## src/sv/bm3_ram.sv

```systemverilog
// Generic single-write, single-read RAM with a registered read port.
// No dependencies.
module bm3_ram #(
  parameter int WIDTH = 2,
  parameter int DEPTH = 1024
) (
  input  logic                     clk_i,
  input  logic                     we_i,
  input  logic [$clog2(DEPTH)-1:0] waddr_i,
  input  logic [WIDTH-1:0]         wdata_i,
  input  logic                     re_i,
  input  logic [$clog2(DEPTH)-1:0] raddr_i,
  output logic [WIDTH-1:0]         rdata_o
);

  logic [WIDTH-1:0] mem_q [DEPTH];
  logic [WIDTH-1:0] rdata_q;

  // Write port.
  always_ff @(posedge clk_i) begin
    if (we_i) begin
      mem_q[waddr_i] <= wdata_i;
    end
  end

  // Registered read; the data holds while no read is issued.
  always_ff @(posedge clk_i) begin
    if (re_i) begin
      rdata_q <= mem_q[raddr_i];
    end
  end

  assign rdata_o = rdata_q;

endmodule

```

## config.mk

```make
export PLATFORM = sky130hd
export DESIGN_NAME = bm3_ram
export DESIGN_NICKNAME = d
export VERILOG_FILES = /design/src/sv/bm3_ram.sv
export SDC_FILE = /design/constraint.sdc
export NUM_CORES = 2
export LEC_CHECK = 0
export BUFFER_PORTS_ARGS = -buffer_cell sky130_fd_sc_hd__buf_2
export CORE_MARGIN = 10
export CORE_UTILIZATION = 60
export DETAILED_ROUTE_END_ITERATION = 16
export PLACE_DENSITY = 0.76
export SLEW_MARGIN = 5
export SYNTH_ARGS = -nofsm -noshare
export SYNTH_HDL_FRONTEND = slang
export SYNTH_SLANG_ARGS = --single-unit
```

## constraint.sdc

```tcl
create_clock -name clk_i -period 5.1 [get_ports clk_i]
set_input_delay 0.255 -clock clk_i [delete_from_list [all_inputs] [get_ports clk_i]]
set_output_delay 0.255 -clock clk_i [all_outputs]
set_load 0.1 [all_outputs]
```

* After elaboration in Yosys (flattened, before gate mapping) *
Memories as Yosys holds them, arrays and structs flattened. A register that Yosys moved wholly into a read port is not among the register bits.
Cells that the tools add are included.

cells by class
  multiplexer cells = 2

operators with widths
  kind              count
  1-bit 2-to-1 mux  2

storage, ports and cells
  register bits = 0
  memory bits (writable) = 2,048
  bits of input ports = 25
  output and inout port bits = 2
  word-level logic and storage cells = 3
  memories kept = 1

memories
  memory  words  bits a word  read ports  clocked after memory_dff  wr ports  line  RTL
  mem_q   1,024  2            1           1                         1         16    logic [WIDTH-1:0] mem_q [DEPTH];

* Logic depth before layout (Yosys ltp) *
  depth after elaboration = 2
  depth in mapped cells = 15
  mapped depth without buffers = 8

* Worst setup path after synthesis *
Ideal clock, no wire load.

  path kind = input -> register
  start = input port raddr_i[0]
  end = register rdata_q[1] (netlist: rdata_o[1]) (read register of mem_q), data pin
  library setup time = 0.277 ns
  arrival time = 2.477 ns
  required time = 4.823 ns
  setup slack = 2.346 ns
  stages on the path = 12
  buffers on the path = 5
  path through = buf_6 buf_12 buf_8 buf_6 buf_6 mux4_2 a221oi_1 o21ai_0 nor3_1 o31ai_1 o31ai_1 nand4_1

RTL lines
  element          line  RTL
  start, declared  12    input logic [$clog2(DEPTH)-1:0] raddr_i,
  end, declared    17    logic [WIDTH-1:0] rdata_q;

==> flow_summary_export.csv <==
group,metric,value,unit
pwr,p_clk_share,41.2,%
detailed_routing,drtPass1Iterations,6,
detailed_routing,ant_nets,0,
global_routing,grt_pass1_wl,321,mm
cts,htreeDepth,4,
detailed_routing,wire_per_inst,32.3,um
hold_path,hold_path_class,"primary input to flip-flop",
sta,worst_hold_slack,49.4,ps
placement,portBuffers,26,
finish,num-nets-final,4816,
pwr,p_sw,0.00734,W
hold_path,min_from,"wdata_i[0]",
worst_setup_path,reg2reg_slack,1880,ps
placement,placed_area,86200,um^2
pwr,p_int,0.0272,W
worst_setup_path,reg2reg_from,"mem_q[531][1]$_DFFE_PP_",
sta,rsz0062_at_grt,"false",
global_routing,grt_usage,28.3,%
finish,fin_area,92500,um^2
worst_setup_path,r2r_cells,7,
synth,synthCells,4793,
synth,synth.yosys.seq_area_share,73.5,%
worst_setup_path,cp-start-kind,"primary input",
pwr,p_comb_share,5.1,%
synth,synth_area_leader_cell,"edfxtp_1",
sta,timing.slew.headroom,14.3,%
pwr,irDropWorstVdd,0.391,mV
cts,clock_path_buffers,3,
synth,async_flop_share,0,%
detailed_routing,num_vias,46800,
cts,cts_root_buf,"clkbuf_16",
worst_setup_path,path_max_fanout,40,
synth,synth_top_area_share,73.5,%
synth,synth_seq_cells,2050,
global_routing,grt_overflow,0,
detailed_routing,drc_errors,0,
finish,fill_cells,8945,
sta,skew,40.7,ps
pwr,p_leak,28.1,nW
floorplan,die_x,394,um
hold_path,whs_path_depth,1,
synth,syn_nets,4818,
synth,synth_cell_types,65,
hold_path,hold_end,"mem_q[1009][0]$_DFFE_PP_",
sta,setup-tns-final,0,ps
synth,yosysWarnings,0,
synth,syn_area,83800,um^2
finish,drive_gt1_share,19.5,%
pwr,swShare,21.3,%
sta,period_minus_slack,3580,ps
pwr,p_per_area,373,nW/um^2
worst_setup_path,crit_type,"primary input to flip-flop",
worst_setup_path,crit_required,5780,ps
sta,setup_viol,0,
outcome,status,"finished, final reports clean",
cts,numCtsBuffers,195,
finish,syn_to_final_growth,10.4,%
detailed_routing,drt_wl_total,221,mm
synth,synthFlopType,"edfxtp_1",
cts,path_clk_slew,60,ps
sta,fmax,0.279,GHz
floorplan,die-area,155000,um^2
placement,hpwl,125,mm
global_routing,grt_max_degree,191,
cts,clock_sinks,2050,
floorplan,num_rows,137,
cts,cts_tree,"yes",
sta,finalCritPeriodShare,70.3,%
sta,setup_slack,1520,ps
worst_setup_path,crit_arrival,4260,ps
worst_setup_path,r2r-end,"rdata_o[1]$_DFFE_PP_",
cts,clk_latency,860,ps
pwr,seq_power_share,53.7,%
sta,slew_viol_final,0,
global_routing,antenna_found_initial,11,
floorplan,pin_count,27,
worst_setup_path,end_kind,"flip-flop",
job,cap_violations,0,
detailed_routing,drt_iter0_drc,7436,
floorplan,core_area,139000,um^2
floorplan,start_util,60.2,%
sta,worst_pin_slew,1280,ps
detailed_routing,vias_per_cell,6.84,
floorplan,die_h,394,um
placement,place_ws,852,ps
global_routing,grt_pass1_vias,46800,
synth,synthTopCellsByArea,"edfxtp_1, mux4_2, nor2_1",
synth,synth_area_per_cell,17.5,um^2
sta,hold_violations,0,
placement,globalplace.congestion,0.875,
synth,synth_edf_count,2050,
## cell usage in the layout (no fill, tap or decap), drive strengths merged, types with 4 or more instances in the layout
master          n
o221ai         83
o21ai          36
nor4           10
bufinv         17
buf           190
and2            6
nor3b          10
o311ai          4
a211oi         13
o22ai          45
a31oi           7
a21oi          70
clkinv        103
nand2b          8
o31ai           5
and3            8
inv             6
a221oi         13
dlygate4sd3     7
nor3           45
a22o           13
a22oi          45
mux2i         205
nand3b          4
nor2         1054
nand2          96
nor2b          13
nand4          13
mux4          449
edfxtp       2050
nand3          39
mux2           10
diode          10
clkbuf        240
## sequential cells by signal, summed over array words and instances (netlist names)
signal,cells
mem_q,2048
rdata_o,2
## per-layer routing
layer / global-route usage, % / wire length (um)
met5: 0 / 50
met1: 38.4 / 77300
met4: 12.7 / 10900
met2: 43.8 / 104000
met3: 6.98 / 28600
## worst max-delay path: stages
cell	delay (ps)
buf_8	390
buf_12	270
buf_12	230
buf_12	310
mux2i_1	130
o221ai_1	250
o22ai_1	140
o21ai_0	760
o221ai_1	640
o21a_1	340
or3_1	350
nand4_1	110
## worst max path at each step
stage,from,cells past startpoint,end,slack [ps]
finish,raddr_i[0],12,rdata_o[0]$_DFFE_PP_,1520
global route,raddr_i[0],12,rdata_o[0]$_DFFE_PP_,1490
CTS,raddr_i[0],11,rdata_o[0]$_DFFE_PP_,1700
detailed placement,raddr_i[0],11,rdata_o[0]$_DFFE_PP_,850
global placement,raddr_i[0],11,rdata_o[0]$_DFFE_PP_,850
floorplan,raddr_i[0],12,rdata_o[1]$_DFFE_PP_,2350
## cell usage after synthesis, drive strengths merged (4+ instances only)
cell type / count
nor2: 1054
mux2: 10
clkbuf: 239
o31ai: 5
o221ai: 83
a31oi: 7
a22oi: 45
mux4: 449
a22o: 13
o22ai: 45
a21oi: 70
o21ai: 36
nand4: 13
mux2i: 205
buf: 157
nor2b: 13
edfxtp: 2050
and2: 6
nand3: 39
nor3b: 10
o311ai: 4
a211oi: 13
nor4: 10
nand2b: 8
and3: 8
inv: 5
nor3: 45
a221oi: 13
nand3b: 4
nand2: 96
## area by class of cell
cell class                      instances  area (um^2)  area share (%)
Sequential cell                      2050        61600            66.5
Multi-Input combinational cell       2341        20400            22.1
Clock buffer                          240         5180            5.60
Tap cell                             1876         2350            2.54
Timing Repair Buffer                  197         1860            2.02
Clock inverter                        122         1070            1.16
Inverter                                6         25.0          0.0271
Antenna cell                           10         25.0          0.0271
## cell families (layout without fill, tap and decap cells)
| kind of cell | count (synthesis) | count (layout) | synth area share [%] |
|---|---|---|---|
| flops | 2050 | 2050 | 73.5 |
| simple gates | 1324 | 1324 | 6.40 |
| compound gates | 353 | 353 | 2.98 |
| other cells | 0 | 10 | 0 |
| mux | 664 | 664 | 14.7 |
| buf+inv | 402 | 565 | 2.49 |
## power groups by stage
stage	sequential [W]	combinational [W]	clock, W
after floorplan	0.0189	0.000968	0
after global placement	0.0189	0.00171	0
after detailed placement	0.0189	0.00173	0
after CTS	0.0186	0.00174	0.0143
after global routing	0.0185	0.00184	0.0149
final	0.0186	0.00177	0.0142
## repair_timing
| item | in CTS | in global routing |
|---|---|---|
| buffers inserted | 0 | 0 |
| hold buffers | 7 | 0 |
| endpoints found under the hold margin | 25 | 0 |
| gates resized for setup | 0 | 0 |
## stage by stage
step                      total power (W)  std cells  util [%]
after floorplan                    0.0199       4793         -
after detailed placement           0.0206       6463      61.9
after CTS                          0.0346       6832      66.4
final                              0.0345       6842      66.5
after global routing               0.0353       6832      66.4
after global placement             0.0206       6463      61.9
(Power assumes the default switching activity.)
