$ cat src/sv/bm3_pkg.sv
// Package for the 3x3 binary erosion/dilation block.
// Holds field widths, register index codes, mode codes and the shared structs.
// No dependencies; all files of the block but bm3_in_if and bm3_ram import it.
package bm3_pkg;

  // Default size limits of the line stores and the frame.
  localparam int BM3_MAX_WIDTH  = 1024;
  localparam int BM3_MAX_HEIGHT = 1024;

  // Configuration port.
  localparam int CFG_W     = 11;
  localparam int CFG_IDX_W = 2;

  // Smallest usable frame side and the register reset values.
  localparam int              MIN_SIZE = 3;
  localparam logic [CFG_W-1:0] FW_RESET = 11'd64;
  localparam logic [CFG_W-1:0] FH_RESET = 11'd64;

  // 3x3 window.
  localparam int                WIN_N    = 9;
  localparam logic [WIN_N-1:0]  WIN_FULL = '1;

  // Saturating count of set output pixels.
  localparam int                ONES_W   = 21;
  localparam logic [ONES_W-1:0] ONES_MAX = '1;

  // Line store word: bit 0 is the upper row, bit 1 the middle row.
  localparam int LS_W = 2;

  typedef enum logic [CFG_IDX_W-1:0] {
    CFG_FRAME_WIDTH  = 2'd0,
    CFG_FRAME_HEIGHT = 2'd1,
    CFG_MORPH_MODE   = 2'd2
  } cfg_idx_e;

  typedef enum logic {
    MODE_ERODE  = 1'b0,
    MODE_DILATE = 1'b1
  } morph_mode_e;

  // Sequencer states: line store clearing, division load, division steps, idle.
  typedef enum logic [1:0] {
    SEQ_CLEAR = 2'd0,
    SEQ_LOAD  = 2'd1,
    SEQ_DIV   = 2'd2,
    SEQ_IDLE  = 2'd3
  } seq_state_e;

  // Per-item flags worked out when the item is accepted.
  typedef struct packed {
    logic pix;
    logic produce;
    logic interior;
    logic last;
  } bm3_item_t;

  // Sequencer control towards the top level.
  typedef struct packed {
    logic busy;
    logic clr_we;
    logic upd;
  } seq_ctrl_t;

endpackage

$ cat src/sv/bm3_seq.sv
// Sequencer: clears the line store after reset and recomputes the column and row
// positions by restoring division after a register write. Depends on bm3_pkg.
module bm3_seq import bm3_pkg::*; #(
  parameter int MAX_WIDTH = BM3_MAX_WIDTH,
  parameter int XW        = 10,
  parameter int WW        = 11,
  parameter int POS_W     = 22
) (
  input  logic             clk_i,
  input  logic             rst_ni,
  input  logic             cfg_write_i,
  input  logic [WW-1:0]    w_i,
  input  logic [POS_W-1:0] q_i,
  input  logic [POS_W-1:0] c_i,
  output seq_ctrl_t        ctrl_o,
  output logic [XW-1:0]    clr_addr_o,
  output logic [XW-1:0]    x_o,
  output logic [XW-1:0]    cx_o,
  output logic [POS_W-1:0] cy_o
);

  localparam int CNTW = $clog2(POS_W);

  seq_state_e       state_q, state_d;
  logic [XW-1:0]    clr_addr_q;
  logic [CNTW-1:0]  cnt_q;
  logic [POS_W-1:0] nq_q, nq_d, nc_q, nc_d;
  logic [WW-1:0]    rq_q, rq_d, rc_q, rc_d;
  logic [WW:0]      tq, tc;
  logic             geq_q, geq_c;

  // One restoring division step for the input position and the output position.
  always_comb begin
    tq    = {rq_q, nq_q[POS_W-1]};
    tc    = {rc_q, nc_q[POS_W-1]};
    geq_q = tq >= {1'b0, w_i};
    geq_c = tc >= {1'b0, w_i};
    rq_d  = geq_q ? WW'(tq - {1'b0, w_i}) : WW'(tq);
    rc_d  = geq_c ? WW'(tc - {1'b0, w_i}) : WW'(tc);
    nq_d  = {nq_q[POS_W-2:0], 1'b0};
    nc_d  = {nc_q[POS_W-2:0], geq_c};
  end

  assign x_o        = XW'(rq_d);
  assign cx_o       = XW'(rc_d);
  assign cy_o       = nc_d;
  assign clr_addr_o = clr_addr_q;

  // Next state and control outputs.
  always_comb begin
    state_d = state_q;
    ctrl_o  = '0;
    case (state_q)
      SEQ_CLEAR: begin
        ctrl_o.busy   = 1'b1;
        ctrl_o.clr_we = 1'b1;
        if (clr_addr_q == XW'(MAX_WIDTH - 1)) begin
          state_d = SEQ_LOAD;
        end
      end
      SEQ_LOAD: begin
        ctrl_o.busy = 1'b1;
        state_d     = SEQ_DIV;
      end
      SEQ_DIV: begin
        ctrl_o.busy = 1'b1;
        if (cnt_q == '0) begin
          ctrl_o.upd = 1'b1;
          state_d    = SEQ_IDLE;
        end
      end
      SEQ_IDLE: begin
        state_d = SEQ_IDLE;
      end
      default: begin
        state_d = SEQ_IDLE;
      end
    endcase
    // A register write restarts the division; the clearing pass ends in one anyway.
    if (cfg_write_i && state_q != SEQ_CLEAR) begin
      state_d = SEQ_LOAD;
    end
  end

  // State register and clearing address.
  always_ff @(posedge clk_i or negedge rst_ni) begin
    if (!rst_ni) begin
      state_q    <= SEQ_CLEAR;
      clr_addr_q <= '0;
    end else begin
      state_q <= state_d;
      if (state_q == SEQ_CLEAR) begin
        clr_addr_q <= clr_addr_q + XW'(1);
      end
    end
  end

  // Division registers.
  always_ff @(posedge clk_i or negedge rst_ni) begin
    if (!rst_ni) begin
      cnt_q <= '0;
      nq_q  <= '0;
      nc_q  <= '0;
      rq_q  <= '0;
      rc_q  <= '0;
    end else if (state_q == SEQ_LOAD) begin
      cnt_q <= CNTW'(POS_W - 1);
      nq_q  <= q_i;
      nc_q  <= c_i;
      rq_q  <= '0;
      rc_q  <= '0;
    end else if (state_q == SEQ_DIV) begin
      cnt_q <= cnt_q - CNTW'(1);
      nq_q  <= nq_d;
      nc_q  <= nc_d;
      rq_q  <= rq_d;
      rc_q  <= rc_d;
    end
  end

endmodule

$ cat config.mk
export PLATFORM = sky130hd
export DESIGN_NAME = bm3_seq
export DESIGN_NICKNAME = d
export VERILOG_FILES = /design/src/sv/bm3_pkg.sv /design/src/sv/bm3_seq.sv
export SDC_FILE = /design/constraint.sdc
export NUM_CORES = 1
export LEC_CHECK = 0
export ABC_AREA = 1
export BUFFER_PORTS_ARGS = -buffer_cell sky130_fd_sc_hd__buf_2
export CAP_MARGIN = 20
export CELL_PAD_IN_SITES_DETAIL_PLACEMENT = 2
export CELL_PAD_IN_SITES_GLOBAL_PLACEMENT = 2
export CORE_MARGIN = 2
export CORE_UTILIZATION = 31
export CTS_CLUSTER_SIZE = 10
export DETAILED_ROUTE_END_ITERATION = 10
export PLACE_DENSITY = 0.8
export SYNTH_ARGS = -nofsm -noshare
export SYNTH_HDL_FRONTEND = slang
export SYNTH_SLANG_ARGS = --single-unit
export TNS_END_PERCENT = 20
$ cat constraint.sdc
create_clock -name clk_i -period 2.16 [get_ports clk_i]
set_clock_uncertainty 0.05 [all_clocks]
set_input_delay 0 -clock clk_i [delete_from_list [all_inputs] [get_ports clk_i]]
set_output_delay 0 -clock clk_i [all_outputs]
set_load 0.005 [all_outputs]
After elaboration in Yosys (flattened, before gate mapping):

Cells that the tools add are included.
W data, S select, Z words.

* add/sub/neg operators: 4
* $lt $le $gt $ge: 2
* equal/unequal tests: 6
* multiplexer cells: 20
* reduce and logical (&&, ||, !) cells: 7

Operators with widths (count)
* $mux W22: 4
* $mux W11: 6
* $ge A12 B11 Y1: 2
* $sub A11 B11 Y11: 2
* $add A10 B1 Y10 const B: 1
* $eq A10 B10 Y1 const B: 1
* $mux W5: 2
* $pmux W2 S4: 1
* $mux W2: 3
* $ne A3 B3 Y1 const B: 2
* $logic_not A5 Y1: 1
* $sub A5 B1 Y5 const B: 1
* $eq A2 B2 Y1 const B: 2
* $mux W1: 4
* $reduce_bool A2 Y1: 2
* $reduce_or A3 Y1: 1
* $eq A2 B1 Y1 const B: 1
* $logic_not A2 Y1: 1
* $reduce_and A2 Y1: 1
* $logic_and A1 B1 Y1: 1

* register bits after elaboration: 83
* input port bits: 58
* output and inout port bits: 55
* logic and storage cells: 46

Longest topological paths before layout:

* word-level depth: 4
* depth in mapped cells: 15
* depth with buffers taken out: 14

Worst setup path before layout:

No wires, ideal clock.

* path type: register -> register
* start point: register nq_q[21]
* end point: register rq_q[9]
* setup time: 0.066 ns
* data arrival time: 1.784 ns
* data required time: 2.044 ns
* path slack: 0.261 ns
* stages on the path, launching flop included: 16
* buffers on the path: 1
* clock period less this slack: 1.899 ns
* path through: dfrtp_1 inv_1 ha_1 fa_1 inv_1 nand2_2 nand2_2 nand2_2 nand2_2 nand2_4 nand3_4 buf_12 nand3_2 nand2_2 nand2_1 nand2_1

* longest elaborated chain between the ends: 4
* elaborated cells on any way between the ends: 5
* those cells by class: 1 x add/sub; 1 x order compare; 3 x mux

Ends and longest elaborated chain
* from (decl): line bm3_seq.sv:27 `logic [POS_W-1:0] nq_q, nq_d, nc_q, nc_d;`
* from (signal assigned): line bm3_seq.sv:108 `nq_q <= q_i;`
* from (signal assigned): line bm3_seq.sv:114 `nq_q <= nq_d;`
* $sub A11 B11 Y11 / $ge A12 B11 Y1 (equally long branches): line bm3_seq.sv:38, bm3_seq.sv:36
* $mux W11 *: line bm3_seq.sv:38 `rq_d = geq_q ? WW'(tq - {1'b0, w_i}) : WW'(tq);`
* net x_o[9]: line bm3_seq.sv:17 `output logic [XW-1:0] x_o,`
* $mux W11 *: line bm3_seq.sv:112 `end else if (state_q == SEQ_DIV) begin`
* $mux W11 *: line bm3_seq.sv:106 `end else if (state_q == SEQ_LOAD) begin`
* to (signal assigned): line bm3_seq.sv:116 `rq_q <= rq_d;`
* to (decl): line bm3_seq.sv:28 `logic [WW-1:0] rq_q, rq_d, rc_q, rc_d;`

Mark *: on every way through the listed nets, which the timed path passes. The rest lies on a longest branch. The select of a mux whose other input is x is not followed.
A chain may end at the register's enable or synchronous reset.

Worst setup path in the final report:

* start point: register nq_q[21]
* end point: output x_o[8]

* longest elaborated chain between the ends: 2
* elaborated cells on any way between the ends: 3
* those cells by class: 1 x add/sub; 1 x order compare; 1 x mux

Ends and longest elaborated chain (line)
* $sub A11 B11 Y11 / $ge A12 B11 Y1 (equally long branches): bm3_seq.sv:38, bm3_seq.sv:36
* $mux W11 *: bm3_seq.sv:38
* to (decl): bm3_seq.sv:17

Every way passes the cells marked *; elsewhere a longest branch is shown, timed or not.

==> impl_metrics.tcl <==
set metrics [dict create \
    hp-class "in -> reg" \
    finalNetCount 1012 \
    grt_use_total_pct 24.2 \
    hold_depth 5 \
    synth_cell_types 39 \
    vias_per_cell 4.96 \
    clk_path_buf_depth 2 \
    cp-startpoint "nq_q[21]" \
    power_mw 3.65 \
    power_density_nw_per_um2 488 \
    post_dp_cell_area_um2 6210 \
    h-tree-depth 3 \
    critPathCapture "x_o[8]" \
    drtPass1Iterations 4 \
    wl_per_cell_um 20.0 \
    layout_commonest_cell "nand2_1" \
    vias 5718 \
    cp_max_fo 2 \
    startpoint_type "register" \
    hold_viol 0 \
    hold_slack_ns 0.165 \
    netlist_instances 753 \
    violations "negative setup slack" \
    power.leakage_nw 3.64 \
    synth-edff-count 0 \
    cts.sinks 83 \
    synth_seq_cells 83 \
    rows 48 \
    slew_headroom_pct 50.7 \
    die_w_um 137 \
    grt_pass1_wl_um 34900 \
    core_um2 17300 \
    regToRegStartpoint "rq_q[3]" \
    ys_top_cells_by_area "dfrtp_1, nand2_1, ha_1, nand3_1, inv_1" \
    yosysTopAreaCellShare_pct 38.0 \
    crit_type "reg -> out" \
    fmax_mhz 426 \
    clock_tree.root_cell "clkbuf_16" \
    routed_wl_um 23000 \
    tightest_slew_ns 0.739 \
    yosys_warnings 0 \
    status "finished, violations left" \
    initial_core_util_pct 31.6 \
    cts.clk_slew.worst_paths_ns 0.07 \
    r2r_slack_ns -0.01 \
    cts_tree "yes" \
    setup_viol 21 \
    port_buffers 112 \
    min_period_ns 2.35 \
    layout_setup_ws_ns -0.186 \
    antenna_found_initial 1 \
    avgSynthCellArea_um2 7.26 \
    grt_pass1_vias 6411 \
    die_area_um2 18700 \
    area.growth.synth_to_final_pct 36.7 \
    worstPathArrival_ns 2.30 \
    ir_worst_vdd_mv 0.368 \
    end_kind "output port" \
    grt_max_degree 59 \
    drc_errors 0 \
    ant_nets 0 \
    drtIter0Drc 217 \
    dpl.hpwl_um 13800 \
    synth_ff_type "dfrtp_1" \
    synth_area_um2 5470 \
    fin_crit_sh_pct 109 \
    clock_latency_ns 0.35 \
    final_area_um2 7480 \
    cts_buffers 9 \
    synth_nets 844 \
    rsz0062_at_grt "yes" \
    cap_violations 0 \
    yosys.area.top_type "dfrtp_1" \
    mostFrequentLayoutCells "nand2_1, buf_2, dfrtp_1" \
    gp_congestion 0.774 \
    worstReg2RegEnd "rq_q[10]" \
    seq_area_frac_synth_pct 38.0 \
    die_h_um 137 \
    rr_worst_depth 13 \
    gr-total-overflow 0 \
    synth_async_sr_flop_share_pct 100 \
    drive_gt1_share_pct 27.2 \
    cp.required_ns 2.11 \
    ios 113 \
    slew_viol_final 0 \
]
==> routing by layer <==
metal  share of wire (%)  vias to the layer above  global-route usage [%]
li1                    -                     2712                       -
met1                  41                     2852                    28.3
met2                  54                      121                    45.9
met3                 3.3                       33                    4.48
met4                 2.0                        0                    4.70
met5                   0                        -                       0
==> sequential cells by signal (all words and copies together), names as in the netlist <==
| signal | cells |
|---|---|
| clr_addr_o | 10 |
| rq_q | 11 |
| nq_q | 22 |
| cnt_q | 5 |
| state_q | 2 |
| rc_q | 11 |
| nc_q | 22 |
==> kinds of logic after synthesis <==
kind of cell,synth area share [%]
flip-flops,38.0
XOR/XNOR,2.08
AND/OR/NAND/NOR,36.8
buffers and inverters,10.8
adder cells (fa/ha/maj),7.82
AO/OA/AOI/OAI,4.48
==> critical path, cell delays in order, from the launching register on <==
cell,delay [ns]
dfrtp_1,0.38
inv_2,0.06
ha_4,0.16
fa_2,0.33
inv_2,0.07
nand2_2,0.07
nand2_2,0.08
nand2_2,0.06
buf_4,0.15
nor2_2,0.10
o21ai_0,0.17
nand3_4,0.12
nand2_2,0.06
buf_2,0.12
==> power breakdown <==
part	leakage (nW)	switching, mW	total [mW]	internal [mW]
logic	2.70	0.306	0.555	0.249
registers	0.800	0	1.55	1.55
clock network	0.141	0.715	1.54	0.825
total	3.64	1.02	3.65	2.63
==> cells in the mapped netlist, types with 2 or more instances <==
cell / number
nand2_1: 286
dfrtp_1: 83
inv_1: 77
nand3_1: 71
ha_1: 31
nor2_1: 30
nand4_1: 25
buf_4: 23
o21ai_0: 16
clkbuf_1: 13
nand2_2: 12
a21oi_1: 10
buf_2: 8
xor2_1: 8
o211ai_1: 7
and2_1: 6
or2_2: 6
nand3_2: 5
xnor2_1: 5
inv_2: 3
nand3b_1: 3
nor3_1: 3
fa_1: 2
nor2_2: 2
nor2_4: 2
o21ai_1: 2
o21bai_1: 2
==> final cells by class <==
class	count	area [um2]
inverters	81	304
well taps	225	282
diodes	1	2.50
flip-flops and latches	83	2080
multi-input cells	545	3140
clock inverters	6	46.3
fillers	1999	9820
repair buffers	201	1380
clock buffers	10	239
==> stage by stage <==
stage | util (%) | setup TNS [ns] | cells | setup slack (ns)
floorplan | - | 0 | 753 | 0.261
global placement | 35.9 | 0 | 1066 | 0.0953
detailed placement | 35.9 | -0.0743 | 1066 | -0.0290
CTS | 41.8 | -2.10 | 1143 | -0.134
global route | 43.2 | -4.66 | 1152 | -0.304
finish | 43.2 | -1.98 | 1152 | -0.186
==> worst min path at each step <==
stage / slack, ns / start / endpoint
global placement: 0.02 / rst_ni / rc_q[0]
global route: 0.21 / w_i[0] / rc_q[0]
floorplan: -0.35 / rst_ni / clr_addr_o[0]
detailed placement: 0.01 / rst_ni / rc_q[0]
CTS: 0.18 / w_i[0] / rq_q[0]
finish: 0.16 / w_i[0] / rc_q[0]
==> timing repair <==
item | in CTS | in global routing
hold endpoints to repair | 88 | 0
setup buffers | 13 | 8
resized for setup | 31 | 35
gates cloned | 2 | 0
hold buffers | 46 | 0
pin swaps | 11 | 17
setup endpoints to repair | 24 | 32
Note: power is estimated with default switching activity, not from simulation.
